## config.mk

```make
export PLATFORM = sky130hd
export DESIGN_NAME = line_edit_receive_buffer_unit
export DESIGN_NICKNAME = d
export VERILOG_FILES = /design/src/design/lerb_pkg.sv /design/src/design/line_edit_receive_buffer_unit.sv
export VERILOG_INCLUDE_DIRS = /design/src /design/src/design
export SDC_FILE = /design/constraint.sdc
export NUM_CORES = 2
export LEC_CHECK = 0
export BUFFER_PORTS_ARGS = -buffer_cell sky130_fd_sc_hd__buf_2
export CAP_MARGIN = 20
export CORE_UTILIZATION = 30
export CTS_CLUSTER_SIZE = 40
export DETAILED_ROUTE_END_ITERATION = 7
export SLEW_MARGIN = 20
export SYNTH_ARGS = -nofsm -noshare
export SYNTH_HDL_FRONTEND = slang
export SYNTH_SLANG_ARGS = --single-unit
```

## constraint.sdc

```tcl
create_clock -name clk -period 17.1 [get_ports clk]
set_input_delay 1.71 -clock clk [delete_from_list [all_inputs] [get_ports clk]]
set_output_delay 1.71 -clock clk [all_outputs]
set_load 0.01 [all_outputs]
```

## src/design/assert_macros.svh

```systemverilog
// assertion helpers included by the line buffer rtl
// each macro expects clk and rst_n in scope
`ifndef ASSERT_MACROS_SVH
`define ASSERT_MACROS_SVH

// property checked at every clock edge outside reset
`define ASSERT_CLK(lbl, prop, msg) \
    lbl: assert property (@(posedge clk) disable iff (!rst_n) prop) else $error(msg);

// condition that must never be seen outside reset
`define ASSERT_NEVER(lbl, cond, msg) \
    lbl: assert property (@(posedge clk) disable iff (!rst_n) !(cond)) else $error(msg);

`endif

```

## src/design/lerb_pkg.sv

```systemverilog
`timescale 1ns / 1ps
`default_nettype none
// ----------------------------------------------------------------------------
// lerb_pkg
// types and constants of the cooked-mode receive line buffer
// ----------------------------------------------------------------------------
package lerb_pkg;

    // ring depth and derived widths
    localparam int RX_DEPTH = 256;
    localparam int PTR_W    = (RX_DEPTH > 1) ? $clog2(RX_DEPTH) : 1;
    localparam int CNT_W    = $clog2(RX_DEPTH + 1);

    localparam logic [PTR_W-1:0] PTR_LAST  = PTR_W'(RX_DEPTH - 1);
    localparam logic [CNT_W:0]   FILL_FULL = (CNT_W + 1)'(RX_DEPTH);

    // operations
    localparam logic OP_RX   = 1'b0;
    localparam logic OP_READ = 1'b1;

    // characters
    localparam logic [7:0] CH_CR  = 8'h0D;
    localparam logic [7:0] CH_DEL = 8'h7F;
    localparam logic [7:0] CH_LF  = 8'h0A;
    localparam logic [7:0] CH_BS  = 8'h08;
    localparam logic [7:0] CH_SP  = 8'h20;

    // result kinds
    localparam logic [1:0] KIND_ECHO  = 2'd0;
    localparam logic [1:0] KIND_DATA  = 2'd1;
    localparam logic [1:0] KIND_EMPTY = 2'd2;

    typedef enum logic [1:0] {
        ST_IDLE,
        ST_READ,
        ST_ECHO_SP,
        ST_ECHO_BS
    } state_t;

endpackage : lerb_pkg
`default_nettype wire

```

## src/design/line_edit_receive_buffer_unit.sv

```systemverilog
`timescale 1ns / 1ps
`default_nettype none
// ----------------------------------------------------------------------------
// line_edit_receive_buffer_unit
// cooked-mode console receive buffer with line editing and echo
// ----------------------------------------------------------------------------
// usage
//   command channel: a beat is taken at a clock edge with start high and
//   busy low. operation 0 hands over a byte from the line in rx_byte,
//   operation 1 asks for one released byte.
//   result channel: each result beat is on the result ports for exactly one
//   cycle with result_valid high; last marks the final beat of a command.
// result timing
//   ordinary byte, carriage return, overflow, empty read: one result in the
//   cycle after the command, busy stays low, one command per cycle.
//   read with data: the ring memory has a registered read, so the data passes
//   through rd_data_reg and then the result registers; busy is high for one cycle.
//   DEL: three echo beats (backspace, space, backspace) back to back, with busy
//   high in ST_ECHO_SP and ST_ECHO_BS, so the next command waits for the last beat.
//   a DEL on an empty open line gives no result at all.
// reset
//   pointers and counts clear, the ring contents stay undefined; the block
//   takes commands in the first cycle after reset.
// the receiver cannot stall: results are never held back.
// ----------------------------------------------------------------------------
module line_edit_receive_buffer_unit
    import lerb_pkg::*;
(
    input  wire logic       clk,
    input  wire logic       rst_n,
    input  wire logic       start,
    output logic            busy,
    input  wire logic       operation,
    input  wire logic [7:0] rx_byte,
    output logic            result_valid,
    output logic [1:0]      result_kind,
    output logic [7:0]      data,
    output logic            end_of_line,
    output logic            overflow,
    output logic            last
);

    `include "assert_macros.svh"

    // ring memory, synchronous registered read
    logic [7:0] ring_mem [RX_DEPTH];
    logic [7:0] rd_data_reg;
    logic             mem_we;
    logic [PTR_W-1:0] mem_waddr;
    logic [7:0]       mem_wdata;

    state_t state_reg, state_next;

    logic [PTR_W-1:0] rptr_reg, rptr_next;
    logic [PTR_W-1:0] wptr_reg, wptr_next;
    logic [CNT_W-1:0] released_reg, released_next;
    logic [CNT_W-1:0] open_reg, open_next;

    // registered result beat
    logic       res_valid_reg, res_valid_next;
    logic [1:0] res_kind_reg, res_kind_next;
    logic [7:0] res_data_reg, res_data_next;
    logic       res_eol_reg, res_eol_next;
    logic       res_ovf_reg, res_ovf_next;
    logic       res_last_reg, res_last_next;

    logic             accept;
    logic [CNT_W:0]   fill_sum;
    logic             ring_full;
    logic [PTR_W-1:0] wptr_inc;
    logic [PTR_W-1:0] wptr_dec;
    logic [PTR_W-1:0] rptr_inc;
    logic             res_is_data;

    assign busy   = (state_reg != ST_IDLE);
    assign accept = start && !busy;

    // occupancy of the ring: released bytes plus the line being edited
    assign fill_sum  = {1'b0, released_reg} + {1'b0, open_reg};
    assign ring_full = (fill_sum >= FILL_FULL);

    // ring pointer stepping, wraps at any depth
    assign wptr_inc = (wptr_reg == PTR_LAST) ? '0 : wptr_reg + PTR_W'(1);
    assign wptr_dec = (wptr_reg == '0) ? PTR_LAST : wptr_reg - PTR_W'(1);
    assign rptr_inc = (rptr_reg == PTR_LAST) ? '0 : rptr_reg + PTR_W'(1);

    // next state
    always_comb
    begin
        state_next = state_reg;
        case (state_reg)
            ST_IDLE:
            begin
                if (accept)
                begin
                    if (operation == OP_READ)
                    begin
                        if (released_reg != '0)
                        begin
                            state_next = ST_READ;
                        end
                    end
                    else if (rx_byte == CH_DEL && open_reg != '0)
                    begin
                        state_next = ST_ECHO_SP;
                    end
                end
            end
            ST_READ:    state_next = ST_IDLE;
            ST_ECHO_SP: state_next = ST_ECHO_BS;
            ST_ECHO_BS: state_next = ST_IDLE;
            default:    state_next = ST_IDLE;
        endcase
    end

    // datapath, memory write and result beat
    always_comb
    begin
        rptr_next     = rptr_reg;
        wptr_next     = wptr_reg;
        released_next = released_reg;
        open_next     = open_reg;

        mem_we    = 1'b0;
        mem_waddr = wptr_reg;
        mem_wdata = rx_byte;

        res_valid_next = 1'b0;
        res_kind_next  = KIND_ECHO;
        res_data_next  = res_data_reg;
        res_eol_next   = 1'b0;
        res_ovf_next   = 1'b0;
        res_last_next  = 1'b1;

        case (state_reg)
            ST_IDLE:
            begin
                if (accept)
                begin
                    if (operation == OP_READ)
                    begin
                        if (released_reg == '0)
                        begin
                            res_valid_next = 1'b1;
                            res_kind_next  = KIND_EMPTY;
                            res_data_next  = 8'h00;
                        end
                        else
                        begin
                            // data shows up in rd_data_reg next cycle
                            rptr_next     = rptr_inc;
                            released_next = released_reg - CNT_W'(1);
                        end
                    end
                    else if (rx_byte == CH_DEL)
                    begin
                        if (open_reg != '0)
                        begin
                            wptr_next      = wptr_dec;
                            open_next      = open_reg - CNT_W'(1);
                            res_valid_next = 1'b1;
                            res_data_next  = CH_BS;
                            res_last_next  = 1'b0;
                        end
                    end
                    else if (ring_full)
                    begin
                        // byte dropped, no echo
                        res_valid_next = 1'b1;
                        res_data_next  = 8'h00;
                        res_ovf_next   = 1'b1;
                    end
                    else if (rx_byte == CH_CR)
                    begin
                        // store newline and release the whole open line
                        mem_we         = 1'b1;
                        mem_wdata      = CH_LF;
                        wptr_next      = wptr_inc;
                        released_next  = CNT_W'(fill_sum + (CNT_W + 1)'(1));
                        open_next      = '0;
                        res_valid_next = 1'b1;
                        res_data_next  = CH_LF;
                    end
                    else
                    begin
                        mem_we         = 1'b1;
                        wptr_next      = wptr_inc;
                        open_next      = open_reg + CNT_W'(1);
                        res_valid_next = 1'b1;
                        res_data_next  = rx_byte;
                    end
                end
            end
            ST_READ:
            begin
                res_valid_next = 1'b1;
                res_kind_next  = KIND_DATA;
                res_data_next  = rd_data_reg;
                res_eol_next   = (rd_data_reg == CH_LF);
            end
            ST_ECHO_SP:
            begin
                res_valid_next = 1'b1;
                res_data_next  = CH_SP;
                res_last_next  = 1'b0;
            end
            ST_ECHO_BS:
            begin
                res_valid_next = 1'b1;
                res_data_next  = CH_BS;
            end
            default:
            begin
                res_valid_next = 1'b0;
            end
        endcase
    end

    // ring memory: one write port, one registered read port at the read pointer;
    // a read is issued only after the write of an earlier command has landed
    always_ff @(posedge clk)
    begin
        if (mem_we)
        begin
            ring_mem[mem_waddr] <= mem_wdata;
        end
        rd_data_reg <= ring_mem[rptr_reg];
    end

    // control state
    always_ff @(posedge clk or negedge rst_n)
    begin
        if (!rst_n)
        begin
            state_reg     <= ST_IDLE;
            rptr_reg      <= '0;
            wptr_reg      <= '0;
            released_reg  <= '0;
            open_reg      <= '0;
            res_valid_reg <= 1'b0;
        end
        else
        begin
            state_reg     <= state_next;
            rptr_reg      <= rptr_next;
            wptr_reg      <= wptr_next;
            released_reg  <= released_next;
            open_reg      <= open_next;
            res_valid_reg <= res_valid_next;
        end
    end

    // result payload
    always_ff @(posedge clk)
    begin
        res_kind_reg <= res_kind_next;
        res_data_reg <= res_data_next;
        res_eol_reg  <= res_eol_next;
        res_ovf_reg  <= res_ovf_next;
        res_last_reg <= res_last_next;
    end

    assign result_valid = res_valid_reg;
    assign result_kind  = res_kind_reg;
    assign data         = res_data_reg;
    assign end_of_line  = res_eol_reg;
    assign overflow     = res_ovf_reg;
    assign last         = res_last_reg;

    // checks
    assign res_is_data = result_valid && (result_kind == KIND_DATA);

    // the ring never holds more than its depth
    `ASSERT_NEVER(a_fill_bound, fill_sum > FILL_FULL, "ring occupancy above depth")

    // a beat that is not last is always followed by another beat
    `ASSERT_CLK(a_burst_cont, (result_valid && !last) |=> result_valid, "echo burst broken")

    // read data comes only out of the memory wait cycle
    `ASSERT_CLK(a_read_src, res_is_data |-> $past(state_reg == ST_READ), "stray read data")

endmodule : line_edit_receive_buffer_unit
`default_nettype wire

```

==> impl_summary.md <==
Synth
The count of warnings emitted by yosys is 0. The share of flip-flops with an asynchronous set or reset is roughly 1.8%. After technology mapping, the gate count stands at 4,141. The netlist area before placement is 83,100 um2. Counting distinct cell types in the post-synthesis netlist gives 76. The number of nets handed over by synthesis was between 4,000 and 5,000.

In this run, synthesis inferred roughly 2,100 flip-flops with an integrated enable. Counting flops and latches in the post-synthesis netlist gives 2,106. In this run the mean area of a mapped cell was around 20 um2.

The share of the Yosys chip area taken by registers is 75.7%. Among all flip-flop cells after synthesis, the most frequent one is sky130_fd_sc_hd__edfxtp_1.

Outcome
The run finished with clean final reports.

Clock tree
In this run, post-CTS repair resized a total of 0 instances. The tree is rooted in a sky130_fd_sc_hd__clkbuf_16. For this design, the sink count on the clock tree is 2,106. The clock tree from TritonCTS is done.

Clock latency on the worst-skew pair, taken at its later pin, is 0.85 ns. The clock tree synthesis step divided the H-tree into 4 levels. No sink is reached through more buffers than the 3 on the longest clock path. The post-CTS clock slew at the launch and capture registers of the worst setup and hold paths is approximately 0.06 ns. The post-CTS setup buffer count is 0. The number of hold buffers added after CTS was 0.

Clock tree synthesis inserted a total of 211 buffers.

Die
The total I/O pin count is 27. The die outline width is 528 um. The die height is ~530 um. The initial cell density of the core is a little under a third. After floorplanning, the core was divided into approximately 190 placement rows.

In this run the standard cell core region covers 275,000 um2. The area of the die is 279,000 um2.

Setup path
The worst setup path is launched from a register. The longest individual stage delay on the worst path is ~0.69 ns. By startpoint and endpoint, the worst setup path is classified as register to register. The maximum fanout along the worst path is 93. The cell with the biggest individual delay on the critical path is sky130_fd_sc_hd__a221oi_1. For flop-to-flop paths, the worst setup slack is 11.43 ns. Counting stages on the worst path, the most repeated cell is sky130_fd_sc_hd__buf_4. STA classifies the critical path endpoint as a register. The required arrival time at the worst endpoint is between 15 and 20 ns. The arrival time of data at the critical path endpoint is about 6.4 ns.

In this run the critical register-to-register path is captured at rd_data_reg[5]. The worst register-to-register path has a depth of 9. The start of the worst register-to-register path is rptr_reg[1]. The critical path goes through buf_4 -> buf_4 -> buf_12 -> buf_4 -> mux4_2 -> a221oi_1 -> o22ai_1 -> a2111oi_0 -> o31ai_1.

Hold path
The number of cells traversed by the worst hold path is 1. The worst-case hold path end point is state_reg[0]. In this run the most critical hold path is launched from state_reg[0]. The type of the most critical hold path is register to register.

Timing
The final critical path time including I/O delays and setup is about 5.7 ns. The final hold violation count was 0. Dividing the final minimum period by the clock period gives 33.2%. Derived from the worst setup path, the maximum achievable clock frequency is around 180 MHz. Setup repair after global routing left no endpoint under its margin. The max-slew violation count was 0.

The final setup skew is 0.0443 ns. Setup total negative slack on the finished layout was measured at 0 ns. The worst pin sits at a relative slew slack of 21.5%. The final setup violation count is 0.

The slew at the pin with the worst max-slew slack is 1.16 ns.

Global route
The leftover overflow at the end of global routing is 0. In the global route stage, met2 resource usage came out at 24.9%. The first global-routing pass estimated 326,000 um of wire. The met1 demand-to-capacity share in global routing is 22.7%. The global-route total usage across every layer is between 10% and 20%. The initial antenna violation count is 8. The met3 demand-to-capacity share in global routing is 3.35%.

The global routing's busiest layer is met2. The number of global-route vias before repair was 42,600. The pin count of the biggest net entering global routing is 181.

Power and ir drop
Power spread over the standard cell area amounts to 146 nW/um2. The internal power of the cells totals 0.00961 W. VDD sags by at most 0.000124 V. The static leakage is between 20 and 30 nW. The net switching power is 0.00431 W.

The clock network burns 33.4% of the power. Of the total power, combinational logic draws approximately a quarter. In this run, flip-flops and latches consume around two fifths of the power. In this run switching power makes up 31.0% of total power.

Layout
The fraction of layout cells with a size suffix above 1 is 25.0%. The number of flip-flops under the largest register name is 2,048. The number of nets at the end of the flow is 4,315.

Cells fill 34.8% of the core in the end. The area overhead of the layout relative to synthesis is 14.8%.

Placed design
Port buffering added 26 buffers. Routability-driven placement finished with a final weighted congestion of 0.849. The post-DP HPWL is approximately 130,000 um.

Route
After detailed routing, the number of vias per cell comes to 5.34. Dividing the detail-routed wire length by the instance count gives 28.1 um. The pre-antenna-repair detailed-routing pass consisted of 5 iterations.

The number of nets with antenna violations after detailed routing is 0. The total routed wirelength is 229,000 um. The via count of the routed design is roughly 44,000. After the first detailed-routing iteration, the DRC count stood at a little under 6,000. The final routed DRC violation total is 0.

Job
The count of maximum capacitance violations is 0.
## cells in the final DEF, fill, tap and decap left out, drive strengths merged, types with 12 or more instances in the layout
cell type	netlist	final
a221oi	58	58
nand4	13	13
ha	19	19
nor2	118	118
mux4	454	454
inv	23	32
edfxtp	2056	2056
a31oi	21	21
o31ai	12	12
nor2b	15	15
clkinv	0	105
a21oi	95	95
clkbuf	154	249
o21ai	74	74
buf	131	209
nand3	38	38
a211oi	18	18
nor3	206	206
nand2	100	100
a22oi	110	110
mux2i	144	144
dfrtp	37	37
o221ai	16	16
o22ai	27	27
bufinv	0	24
dfxtp	13	13
a22o	35	35
## critical path: cells and delay by family, from the launching register on
kind | cells | cell delay (ns)
compound gates | 4 | 1.79
flops | 1 | 0.65
buf+inv | 4 | 2.37
mux | 1 | 0.41
## area by class of cell
| type | count | area (um2) |
|---|---|---|
| repair buffers | 214 | 1690 |
| well taps | 3686 | 4610 |
| diodes | 1 | 2.50 |
| flip-flops and latches | 2106 | 62900 |
| inverters | 23 | 87.6 |
| fillers | 25300 | 179000 |
| clock buffers | 244 | 5470 |
| clock inverters | 149 | 1500 |
| multi-input cells | 1727 | 19100 |
## power by group through the flow
stage                     Clock (W)  Sequential [W]  Combinational [W]
after floorplan                   0         0.00589            0.00213
after global placement            0         0.00595            0.00337
final                       0.00466         0.00585            0.00342
after CTS                   0.00471         0.00584            0.00340
after global routing        0.00491         0.00585            0.00355
after detailed placement          0         0.00595            0.00338
## how the worst max path moves through the flow
stage	start	to	slack (ns)	depth (start not counted)
after floorplan	rx_byte[7]	ring_mem[0][0]	2.28	5
after global placement	rx_byte[4]	ring_mem[55][0]	11.12	6
after detailed placement	rx_byte[4]	ring_mem[55][0]	10.98	6
after CTS	rptr_reg[0]	rd_data_reg[1]	11.45	9
after global routing	rptr_reg[0]	rd_data_reg[1]	11.29	9
final	rptr_reg[1]	rd_data_reg[5]	11.43	9
## kinds of logic (layout without fill, tap and decap cells)
group                      after synthesis  after routing  share of synthesized area [%]
DFF                                   2106           2106                           75.7
muxes                                  604            604                           14.1
and+or+nand+nor                        553            553                           3.28
AOI/OAI and AO/OA                      536            536                           4.54
buffers and inverters                  308            630                           1.91
adders and majority gates               20             20                          0.310
xor gates and xnor gates                14             14                          0.148
other                                    0              1                              0
## layer usage
metal / share of wire (%) / vias up / wire (um)
met2: 47 / 2292 / 107000
met1: 41 / 23200 / 93600
met3: 9.5 / 338 / 21700
met4: 2.7 / 6 / 6260
li1: - / 17700 / -
met5: 0.056 / - / 129
## synth_stat cells, drive strengths merged, types with 5 or more instances
cell	number	share of area, %
edfxtp	2056	74
nand3	38	0.23
nand2b	8	0.060
o21ai	74	0.45
clkbuf	154	0.70
o221ai	16	0.17
a22oi	110	0.99
or4	6	0.054
nor2	118	0.54
nor2b	15	0.11
xnor2	7	0.074
a32o	7	0.084
a22o	35	0.37
nor4	7	0.053
o221a	5	0.068
nand3b	8	0.072
o21a	6	0.054
ha	19	0.29
buf	131	1.1
o31ai	12	0.11
dfrtp	37	1.1
dfxtp	13	0.31
inv	23	0.10
mux2i	144	1.7
and2	8	0.060
a31oi	21	0.16
mux4	454	12
a221oi	58	0.61
o211ai	11	0.099
o22ai	27	0.20
and3	10	0.075
a21oi	95	0.58
nand4	13	0.17
o32ai	6	0.063
xor2	7	0.074
nor3	206	1.2
nand2	100	0.46
a211oi	18	0.16
mux2	6	0.081
## through the flow
step                hold WS (ns)  instances  area [um2]  setup slack [ns]  power (W)
floorplan                  0.473       4141       83100              2.28    0.00802
global placement           0.523       7747       87900             11.12    0.00932
finish                     0.542       8150       95400             11.43     0.0139
CTS                        0.548       8146       95100             11.45     0.0140
global route               0.572       8150       95400             11.29     0.0143
detailed placement         0.535       7753       88200             10.98    0.00934
(Power assumes the default switching activity.)
